==> config.mk <==
export PLATFORM = sky130hd
export DESIGN_NAME = deadline_job_queue_core
export DESIGN_NICKNAME = d
export VERILOG_FILES = /design/src/hdl/djq_pkg.sv /design/src/hdl/deadline_job_queue_core.sv /design/src/hdl/djq_ram.sv
export VERILOG_INCLUDE_DIRS = /design/src /design/src/hdl
export SDC_FILE = /design/constraint.sdc
export NUM_CORES = 2
export LEC_CHECK = 0
export ABC_CLOCK_PERIOD_IN_PS = 7400
export BUFFER_PORTS_ARGS = -buffer_cell sky130_fd_sc_hd__buf_4
export CAP_MARGIN = 20
export CORE_UTILIZATION = 50
export CTS_BUF_LIST = sky130_fd_sc_hd__clkbuf_4
export DETAILED_ROUTE_END_ITERATION = 7
export GPL_TIMING_DRIVEN = 0
export HOLD_SLACK_MARGIN = 0.15
export PLACE_DENSITY = 0.66
export SLEW_MARGIN = 20
export SYNTH_ARGS = -nofsm -noshare
export SYNTH_HDL_FRONTEND = slang
export SYNTH_SLANG_ARGS = --single-unit
==> constraint.sdc <==
create_clock -name clock -period 7.4 [get_ports clock]
set_input_delay 0.74 -clock clock [delete_from_list [all_inputs] [get_ports clock]]
set_output_delay 0.74 -clock clock [all_outputs]
set_load 0.02 [all_outputs]
==> src/hdl/assert_macros.svh <==
// Assertion macros for the RTL of the deadline job queue.
`ifndef ASSERT_MACROS_SVH
`define ASSERT_MACROS_SVH

// The condition holds at every clock edge outside reset.
`define ASSERT_ALWAYS(label, clk, rst, cond) \
   label: assert property (@(posedge clk) disable iff (rst) (cond)) \
      else $error("assertion failed");

// The consequent holds whenever the antecedent holds.
`define ASSERT_IMPLIES(label, clk, rst, ante, cons) \
   label: assert property (@(posedge clk) disable iff (rst) (ante) |-> (cons)) \
      else $error("assertion failed");

`endif

==> src/hdl/djq_pkg.sv <==
// Package with the constants and codes of the deadline job queue.
package djq_pkg;
   localparam int DJQ_QUEUE_DEPTH = 32;
   localparam int DJQ_TIME_BITS   = 40;
   localparam int DJQ_HANDLE_BITS = 8;

   localparam logic OP_ADD  = 1'b0;
   localparam logic OP_TICK = 1'b1;

   localparam logic KIND_ACK = 1'b0;
   localparam logic KIND_JOB = 1'b1;

   localparam logic STATUS_OK   = 1'b0;
   localparam logic STATUS_FULL = 1'b1;
endpackage

==> src/hdl/deadline_job_queue_core.sv <==
// Top level of the deadline job queue: a sorted job store with timed release.
//
//   Channel  Direction  Payload
//   req      in         opcode, job_handle, due_time, now_time
//   rsp      out        kind, status, released_handle, released_time, last
//
// An add walks from the tail toward the head, reading each held job and moving it up one
// slot while its due time is later, then writes the new job; a full store acks with FULL.
// A tick reads from the head and releases each job that is due, one per response, through
// the registered read of the job RAM feeding the single shared time comparator.
// Reset empties the store at once; no clearing pass is needed.
// A stalled response holds its register; the sequencer waits for it to drain.
module deadline_job_queue_core
   import djq_pkg::*;
#(
   parameter int QUEUE_DEPTH = DJQ_QUEUE_DEPTH,
   parameter int TIME_BITS   = DJQ_TIME_BITS
) (
   input  logic                       clock,
   input  logic                       reset,
   input  logic                       req_valid,
   output logic                       req_stall,
   input  logic                       req_opcode,
   input  logic [DJQ_HANDLE_BITS-1:0] req_job_handle,
   input  logic [TIME_BITS-1:0]       req_due_time,
   input  logic [TIME_BITS-1:0]       req_now_time,
   output logic                       rsp_valid,
   input  logic                       rsp_stall,
   output logic                       rsp_kind,
   output logic                       rsp_status,
   output logic [DJQ_HANDLE_BITS-1:0] rsp_released_handle,
   output logic [TIME_BITS-1:0]       rsp_released_time,
   output logic                       rsp_last
);
`include "assert_macros.svh"

   localparam int IDXW       = $clog2(QUEUE_DEPTH);
   localparam int CNTW       = $clog2(QUEUE_DEPTH + 1);
   localparam int SUMW       = CNTW + 1;
   localparam int ENTRY_BITS = DJQ_HANDLE_BITS + TIME_BITS;

   typedef enum logic [2:0] {
      S_IDLE,
      S_ADD_STEP,
      S_ADD_CMP,
      S_ADD_ACK,
      S_TICK_READ,
      S_TICK_CMP,
      S_TICK_LAST
   } state_type;

   state_type             state_ff, state_in;
   logic [CNTW-1:0]       count_ff, count_in;
   logic [IDXW-1:0]       head_ff, head_in;
   logic [CNTW-1:0]       pos_ff, pos_in;
   logic [TIME_BITS-1:0]  key_ff, key_in;
   logic [ENTRY_BITS-1:0] job_ff, job_in;
   logic [ENTRY_BITS-1:0] hold_ff, hold_in;
   logic                  have_hold_ff, have_hold_in;
   logic                  full_ff, full_in;

   logic                       rsp_valid_ff, rsp_valid_in;
   logic                       rsp_kind_ff, rsp_kind_in;
   logic                       rsp_status_ff, rsp_status_in;
   logic [DJQ_HANDLE_BITS-1:0] rsp_handle_ff, rsp_handle_in;
   logic [TIME_BITS-1:0]       rsp_time_ff, rsp_time_in;
   logic                       rsp_last_ff, rsp_last_in;

   logic                  ram_we, ram_re;
   logic [ENTRY_BITS-1:0] ram_wdata, ram_rdata;
   logic [IDXW-1:0]       ram_addr;
   logic [CNTW-1:0]       lidx;
   logic [SUMW-1:0]       addr_sum;
   logic [IDXW-1:0]       head_next;
   logic                  key_gt;
   logic                  out_free;
   logic                  emit_ack, emit_job, emit_last;

   djq_ram #(
      .WIDTH (ENTRY_BITS),
      .DEPTH (QUEUE_DEPTH),
      .AW    (IDXW)
   ) u_ram (
      .clock   (clock),
      .wr_en   (ram_we),
      .wr_addr (ram_addr),
      .wr_data (ram_wdata),
      .rd_en   (ram_re),
      .rd_addr (ram_addr),
      .rd_data (ram_rdata)
   );

   // The store is a ring starting at head; logical slots map onto RAM rows.
   assign addr_sum  = SUMW'(head_ff) + SUMW'(lidx);
   assign ram_addr  = (addr_sum >= SUMW'(QUEUE_DEPTH)) ?
                      IDXW'(addr_sum - SUMW'(QUEUE_DEPTH)) : IDXW'(addr_sum);
   assign head_next = (head_ff == IDXW'(QUEUE_DEPTH - 1)) ? '0 : head_ff + IDXW'(1);

   assign key_gt   = ram_rdata[TIME_BITS-1:0] > key_ff;
   assign out_free = !rsp_valid_ff || !rsp_stall;

   always_comb begin
      state_in     = state_ff;
      count_in     = count_ff;
      head_in      = head_ff;
      pos_in       = pos_ff;
      key_in       = key_ff;
      job_in       = job_ff;
      hold_in      = hold_ff;
      have_hold_in = have_hold_ff;
      full_in      = full_ff;
      ram_we       = 1'b0;
      ram_re       = 1'b0;
      ram_wdata    = job_ff;
      lidx         = '0;
      emit_ack     = 1'b0;
      emit_job     = 1'b0;
      emit_last    = 1'b1;

      unique case (state_ff)
         S_IDLE: begin
            if (req_valid) begin
               job_in       = {req_job_handle, req_due_time};
               pos_in       = count_ff;
               have_hold_in = 1'b0;
               if (req_opcode == OP_ADD) begin
                  key_in   = req_due_time;
                  state_in = S_ADD_STEP;
               end else begin
                  key_in   = req_now_time;
                  state_in = S_TICK_READ;
               end
            end
         end
         S_ADD_STEP: begin
            if (count_ff == CNTW'(QUEUE_DEPTH)) begin
               full_in  = 1'b1;
               state_in = S_ADD_ACK;
            end else if (pos_ff == '0) begin
               ram_we   = 1'b1;
               count_in = count_ff + CNTW'(1);
               full_in  = 1'b0;
               state_in = S_ADD_ACK;
            end else begin
               ram_re   = 1'b1;
               lidx     = pos_ff - CNTW'(1);
               state_in = S_ADD_CMP;
            end
         end
         S_ADD_CMP: begin
            ram_we = 1'b1;
            lidx   = pos_ff;
            if (key_gt) begin
               ram_wdata = ram_rdata;
               pos_in    = pos_ff - CNTW'(1);
               state_in  = S_ADD_STEP;
            end else begin
               count_in = count_ff + CNTW'(1);
               full_in  = 1'b0;
               state_in = S_ADD_ACK;
            end
         end
         S_ADD_ACK: begin
            if (out_free) begin
               emit_ack = 1'b1;
               state_in = S_IDLE;
            end
         end
         S_TICK_READ: begin
            if (count_ff == '0) begin
               state_in = S_IDLE;
            end else begin
               ram_re   = 1'b1;
               state_in = S_TICK_CMP;
            end
         end
         S_TICK_CMP: begin
            if (!have_hold_ff || out_free) begin
               emit_job  = have_hold_ff;
               emit_last = key_gt;
               if (!key_gt) begin
                  hold_in      = ram_rdata;
                  have_hold_in = 1'b1;
                  head_in      = head_next;
                  count_in     = count_ff - CNTW'(1);
                  if (count_ff == CNTW'(1)) begin
                     state_in = S_TICK_LAST;
                  end else begin
                     ram_re = 1'b1;
                     lidx   = CNTW'(1);
                  end
               end else begin
                  have_hold_in = 1'b0;
                  state_in     = S_IDLE;
               end
            end
         end
         S_TICK_LAST: begin
            if (out_free) begin
               emit_job     = 1'b1;
               have_hold_in = 1'b0;
               state_in     = S_IDLE;
            end
         end
         default: begin
            state_in = S_IDLE;
         end
      endcase
   end

   always_comb begin
      rsp_valid_in  = rsp_valid_ff && rsp_stall;
      rsp_kind_in   = rsp_kind_ff;
      rsp_status_in = rsp_status_ff;
      rsp_handle_in = rsp_handle_ff;
      rsp_time_in   = rsp_time_ff;
      rsp_last_in   = rsp_last_ff;
      if (emit_ack) begin
         rsp_valid_in  = 1'b1;
         rsp_kind_in   = KIND_ACK;
         rsp_status_in = full_ff ? STATUS_FULL : STATUS_OK;
         rsp_handle_in = '0;
         rsp_time_in   = '0;
         rsp_last_in   = 1'b1;
      end else if (emit_job) begin
         rsp_valid_in  = 1'b1;
         rsp_kind_in   = KIND_JOB;
         rsp_status_in = STATUS_OK;
         rsp_handle_in = hold_ff[ENTRY_BITS-1:TIME_BITS];
         rsp_time_in   = hold_ff[TIME_BITS-1:0];
         rsp_last_in   = emit_last;
      end
   end

   always_ff @(posedge clock) begin
      if (reset) begin
         state_ff     <= S_IDLE;
         count_ff     <= '0;
         head_ff      <= '0;
         have_hold_ff <= 1'b0;
         rsp_valid_ff <= 1'b0;
      end else begin
         state_ff     <= state_in;
         count_ff     <= count_in;
         head_ff      <= head_in;
         have_hold_ff <= have_hold_in;
         rsp_valid_ff <= rsp_valid_in;
      end
      pos_ff        <= pos_in;
      key_ff        <= key_in;
      job_ff        <= job_in;
      hold_ff       <= hold_in;
      full_ff       <= full_in;
      rsp_kind_ff   <= rsp_kind_in;
      rsp_status_ff <= rsp_status_in;
      rsp_handle_ff <= rsp_handle_in;
      rsp_time_ff   <= rsp_time_in;
      rsp_last_ff   <= rsp_last_in;
   end

   assign req_stall           = state_ff != S_IDLE;
   assign rsp_valid           = rsp_valid_ff;
   assign rsp_kind            = rsp_kind_ff;
   assign rsp_status          = rsp_status_ff;
   assign rsp_released_handle = rsp_handle_ff;
   assign rsp_released_time   = rsp_time_ff;
   assign rsp_last            = rsp_last_ff;

   `ASSERT_ALWAYS(a_count_bound, clock, reset, count_ff <= CNTW'(QUEUE_DEPTH))
   `ASSERT_IMPLIES(a_last_has_job, clock, reset, state_ff == S_TICK_LAST, have_hold_ff)
   `ASSERT_IMPLIES(a_release_due, clock, reset, emit_job, !(hold_ff[TIME_BITS-1:0] > key_ff))
endmodule

==> src/hdl/djq_ram.sv <==
// Generic single-write, single-read RAM with a registered read port.
module djq_ram #(
   parameter int WIDTH = 48,
   parameter int DEPTH = 32,
   parameter int AW    = $clog2(DEPTH)
) (
   input  logic             clock,
   input  logic             wr_en,
   input  logic [AW-1:0]    wr_addr,
   input  logic [WIDTH-1:0] wr_data,
   input  logic             rd_en,
   input  logic [AW-1:0]    rd_addr,
   output logic [WIDTH-1:0] rd_data
);
   logic [WIDTH-1:0] mem_ff [DEPTH];
   logic [WIDTH-1:0] rd_data_ff;

   always_ff @(posedge clock) begin
      if (wr_en) begin
         mem_ff[wr_addr] <= wr_data;
      end
      if (rd_en) begin
         rd_data_ff <= mem_ff[rd_addr];
      end
   end

   assign rd_data = rd_data_ff;
endmodule
* Word level (Yosys, flattened, before mapping)
Memory sizes are Yosys's and may differ from the RTL's. A register that Yosys moved wholly into a read port is not among the register bits.
Index checks and enable logic that the tools add are counted.
Widths: inputs -> output; s select.
** Word-level totals
- Output and inout port bits :: 53
- Word-level logic and storage cells :: 131
- Memories kept :: 1
- Input port bits :: 93
- Register bits after elaboration :: 210
- Memory bits (writable) :: 1536
** Operators by class
- Add/sub/neg operators :: 6
- Magnitude comparators :: 2
- Equal/unequal tests :: 20
- Reduce and logical (&&, ||, !) cells :: 23
- Muxes and demuxes :: 63
- Bitwise logic cells :: 1
** Memory list
- u_ram.mem_ff :: depth 32, bits a word 48, read ports 1, clocked after memory_dff 1, write ports 1, line djq_ram.sv:15 : logic [WIDTH-1:0] mem_ff [DEPTH];
** Operators with widths (number)
- $mux 48 :: 2
- $mux 6 :: 9
- $gt 40x40->1 :: 1
- $mux 40 :: 1
- $pmux 6 s3 :: 2
- $mux 1 :: 32
- $mux 3 :: 7
- $pmux 3 s6 :: 1
- $ne 2x2->1 const B :: 8
- $logic_not 6->1 :: 2
- $pmux 6 s2 :: 1
- $sub 6x1->6 const B :: 2
- $mux 5 :: 2
- $eq 3x3->1 const B :: 3
- $reduce_and 3->1 :: 3
- $reduce_bool 3->1 :: 3
- $reduce_and 4->1 :: 2
- $add 5x6->7 :: 1
- $ge 7x6->1 const B :: 1
- $add 6x1->6 const B :: 1
- $eq 3x2->1 const B :: 2
- $eq 6x1->1 const B :: 1
- $eq 6x6->1 const B :: 1
- $ne 3x3->1 const B :: 2
- 17 further kinds :: 25

* Depth between registers and ports, before layout
- Depth in word-level cells :: 8
- Depth in mapped cells :: 21
- Gate-level depth less buffers :: 18

* Hierarchy
Synthesis repeated with hierarchy kept, for this count alone.
** Second synthesis, totals
- Cell total of the unflattened synthesis :: 4181
- Area, all modules :: 70850.5 µm²
** By module, submodules not included
- djq_ram :: area an instance 61205.0 µm², seq. area each 47565.6 µm², times used 1, cells each 3364
- deadline_job_queue_core :: area an instance 9645.5 µm², seq. area each 5645.4 µm², times used 1, cells each 817

* Least setup slack after synthesis
Ideal clock, no wire load.
- Path type :: reg2reg
- Start point :: register u_ram.rd_data_ff[38] (netlist: u_ram.rd_data[38]) (read register of u_ram.mem_ff)
- End point :: memory u_ram.mem_ff[18][0], enable pin
- Arrival time :: 6.758 ns
- Data required time :: 6.946 ns
- Cell stages (with the launch flop) :: 18
- Library setup time :: 0.454 ns
- Path buffers :: 5
- Clock period less this slack :: 7.212 ns
- Path slack :: 0.188 ns
- Cells stage by stage :: edfxtp_1 > ha_1 > nand4_2 > or4_4 > a31oi_1 > nor3_1 > o21ai_1 > clkbuf_1 > o221ai_1 > ha_1 > fa_1 > clkbuf_1 > clkbuf_1 > clkbuf_1 > clkbuf_1 > nand2_1 > or3_1 > nor2_1
** Between the ends
- Longest elaborated chain between the ends :: 7
- Elaborated cells between the ends (all ways) :: 8
- Those cells by class :: add/sub (2); order compare (2); mux (4)
** RTL lines
- from (decl) :: line djq_ram.sv:16 : logic [WIDTH-1:0] rd_data_ff;
- $gt 40x40->1 * :: line deadline_job_queue_core.sv:99 : assign key_gt = ram_rdata[TIME_BITS-1:0] > key_ff;
- $mux 1 * :: line deadline_job_queue_core.sv:181 : if (!key_gt) begin
- $mux 1 * :: line deadline_job_queue_core.sv:178 : if (!have_hold_ff || out_free) begin
- $pmux 6 s3 * :: line deadline_job_queue_core.sv:120 : unique case (state_ff)
- $add 5x6->7 * :: line deadline_job_queue_core.sv:94 : assign addr_sum = SUMW'(head_ff) + SUMW'(lidx);
- $ge 7x6->1 / $sub 5x1->5 (equally long branches) :: line deadline_job_queue_core.sv:95, deadline_job_queue_core.sv:96
- $mux 5 * :: line deadline_job_queue_core.sv:95 : assign ram_addr = (addr_sum >= SUMW'(QUEUE_DEPTH)) ?
- to (decl) :: line djq_ram.sv:15
Every way passes the cells marked *; elsewhere a longest branch is shown, timed or not.

* Worst setup path after layout
- Start point :: register u_ram.rd_data_ff[19] (netlist: u_ram.rd_data[19]) (read register of u_ram.mem_ff)
- End point :: memory u_ram.mem_ff[18][0], enable pin
The elaborated chain is that of the path after synthesis.

==> impl_metrics.ini <==
[cells_and_area]
num-nets-final = 4331
multi_input_area_mm2 = 0.0157
fill_cells = 9730
area_delta_synth_final_pct = 19.6
drive_above_1_share_pct = 37.2
seq_area_mm2 = 0.0532

[sta]
fin_crit_sh_pct = 97.7
maxSlewViolCount = 0
finalCriticalPeriod_ns = 7.23
fin_skew_ns = 0.126
setup_slack_ns = 0.172
hold_viol = 0
finalSetupViolations = 0
slew_headroom_pct = 27.3
fmax_mhz = 138
worst_pin_slew_ns = 1.09

[floorplanning]
core-area_mm2 = 0.138
die_h_um = 375
io_pins = 146
fp.dieW_um = 375
initial_core_util_pct = 50.4
num_rows = 136
die-area_mm2 = 0.140

[worst_setup_path]
r2r_setup_slack_ns = 0.17
crit_chain = ha_1, nand4_1, a211oi_2, o31ai_1, a31oi_1, nor3_4, o21ai_1, clkbuf_2, o221ai_1, ha_1, fa_2, clkbuf_2, clkbuf_4, clkbuf_2, nand2_1, or3_1, nor2_4, buf_16, buf_12
critPathLaunchType = register
reg2reg_from = u_ram.rd_data[19]$_DFFE_PP_
cpMostUsedCell = clkbuf_2
crit_required_ns = 8.34
rr_endpoint = u_ram.mem_ff[18][0]$_DFFE_PP_
cp-end-kind = register
cp.arrival_ns = 8.16
startpoint = u_ram.rd_data[19]$_DFFE_PP_
critical_path.max_stage_delay_ns = 0.73
crit_path_end = u_ram.mem_ff[18][0]$_DFFE_PP_
r2r_cells = 19
critPathSlowestCell = fa_2
critical_path.max_fanout = 18
crit_type = reg2reg

[logic_synthesis]
synth-simple-area-share_pct = 2.71
synth_area_per_cell_um2 = 21.1
synth_compound_area_share_pct = 1.86
synth_edf_count = 1728
synthMostInstantiatedCell = edfxtp_1
synth_area_leaders = edfxtp_1 (75%), mux4_2 (14%), dfxtp_1 (1.9%)
netlist_area_mm2 = 0.0694
synth_top_family_by_area = multiplexers
synth_top_cell_by_area = edfxtp_1
synth_ff_type = edfxtp_1
yosysWarnings = 0
synth_mux_area_share_pct = 16.4
synth_common_cells = edfxtp_1 (1728), mux4_2 (446), nand2_1 (270)
ys_ff_latch = 1794
synth_top_area_share_pct = 74.7
syn_inst = 3285
yosys.area_share.adder_pct = 0.948
yosys.area_share.xor_xnor_pct = 0.164
syn_nets = 3430
ys_seq_area_share_pct = 76.6
async_flop_share_pct = 0
synth_cell_type_count = 66

[drt]
via_per_inst = 6.12
routed_wl_mm = 196
remaining_drc_errors = 0
vias = 38500
dr.pass1.iters = 6
drt_iter0_drc = 5231
drtAntennaViolNets = 0
routedWlPerCell_um = 31.1

[power_and_ir_drop]
total_power_w = 0.0311
p_leak_nw = 27.6
ir_drop_mv = 0.188
power.density_mw_per_mm2 = 374

[global_route]
grt_pass1_wl_mm = 275
gr-total-overflow = 0
grt_max_degree = 33
antenna_found_initial = 14
track_usage_pct = 28.0
grt_pass1_vias = 38600

[clock_tree]
cts_tree = built
htreeDepth = 5
cts_root_buf = clkbuf_4
clk_latency_ns = 1.34
clk_pin_slew_ns = 0.07
cts_buffers = 448
clock_path_buffers = 4
cts_sinks = 1794

[worst_hold_path]
hold_path.class = in2reg
hp-start = req_due_time[15]

[status]
status = complete, no violations

[place]
place.gp.congestion = 0.830
hpwl_mm = 131
portBuffers = 143
dp_slack_ns = -2.12

[flow_run]
cap_violations = 0
kinds of logic (layout without fill, tap and decap cells):
kind of cell    count (synthesis)  count (layout)
compound gates                212             212
xor+xnor                       13              13
fa+ha+maj                      52              52
buf+inv                       217            1423
flops                        1794            1794
mux                           563             563
other cells                     0              10
simple gates                  434             434
placed cells by master, fill, tap and decap left out, drive strengths merged, types with 4 or more instances in the layout:
master       instances
clkinv             100
o21ai               69
a22oi                6
buf                365
a211oi               6
or3                  7
nand2b               9
mux4               446
xnor2                8
o31ai                4
nand3b               4
nand2              270
a311oi              11
bufinv               5
o221ai               9
a31oi               18
nand3               21
and3                 8
o22ai               11
mux2i               24
a21o                 4
a21oi               55
or2                  5
ha                  51
dfxtp               66
nand4               10
diode               10
nor2                72
dlygate4sd3        137
xor2                 5
edfxtp            1728
mux2                93
clkbuf             762
nor3                11
nor4                 5
inv                 53
where the power goes:
group          switching (W)  internal, W
logic                0.00590      0.00406
registers           0.000462       0.0127
clock network        0.00385      0.00415
worst min-delay path by stage:
stage                                                     end  slack, ns  cells after the start
after floorplan           rsp_released_handle[0]$_SDFFE_PP0P_       0.42                      2
after global placement     rsp_released_time[29]$_SDFFE_PP0P_       0.43                      2
after detailed placement   rsp_released_time[17]$_SDFFE_PP0P_       0.43                      2
after CTS                                key_ff[39]$_DFFE_PP_       0.16                      3
after global routing                     job_ff[13]$_DFFE_PP_       0.20                      2
final                                    job_ff[15]$_DFFE_PP_       0.29                      2
critical path: cells and delay by family, from the launching register on:
kind | cells | cell delay, ns
compound gates | 5 | 1.54
fa+ha+maj | 3 | 1.39
buf+inv | 6 | 1.87
flops | 1 | 0.55
simple gates | 5 | 1.43
layout make-up:
type / count / area share (%)
Buffer: 165 / 0.940
Multi-Input combinational cell: 1274 / 18.8
Antenna cell: 10 / 0.0301
Clock inverter: 107 / 0.658
Sequential cell: 1794 / 64.0
Clock buffer: 648 / 5.85
Inverter: 51 / 0.233
Tap cell: 1794 / 2.70
Timing Repair Buffer: 452 / 6.70
sequential cells by signal, summed over array words and instances (netlist names):
| name | count |
|---|---|
| u_ram.mem_ff | 1536 |
| pos_ff | 6 |
| full_ff | 1 |
| job_ff | 48 |
| rsp_valid | 1 |
| count_ff | 6 |
| key_ff | 40 |
| state_ff | 3 |
| head_ff | 5 |
| rsp_status | 1 |
| rsp_released_time | 40 |
| rsp_kind | 1 |
| rsp_released_handle | 8 |
| hold_ff | 48 |
| u_ram.rd_data | 48 |
| have_hold_ff | 1 |
| rsp_last | 1 |
metrics by stage:
step | setup TNS [ns] | hold WS [ns] | instances | util (%) | area (um2)
3_3_place_gp | - | 0.427 | 5222 | 52.9 | 72800
4_1_cts | 0 | 0.157 | 6273 | 60.2 | 82900
5_1_grt | -0.00629 | 0.202 | 6293 | 60.4 | 83100
3_5_place_dp | -1908.94 | 0.428 | 5339 | 55.0 | 75700
2_1_floorplan | 0 | 0.418 | 3285 | - | 69400
6_report | 0 | 0.286 | 6295 | 60.4 | 83100
per-layer routing:
metal,up-vias,part of all wire [%],global-route usage [%]
li1,15600,-,-
met1,20000,38,38.2
met2,2478,48,44.2
met3,399,11,7.18
met4,2,3.0,9.84
met5,-,0.0041,0
what timing repair did:
item / CTS / global route
resized for setup: 24 / 28
endpoints found under the setup margin: 1584 / 841
buffers inserted: 43 / 11
pin swaps: 23 / 5
gates cloned: 0 / 0
hold buffers: 137 / 0
endpoints found under the hold margin: 146 / 0
(Power assumes the default switching activity.)
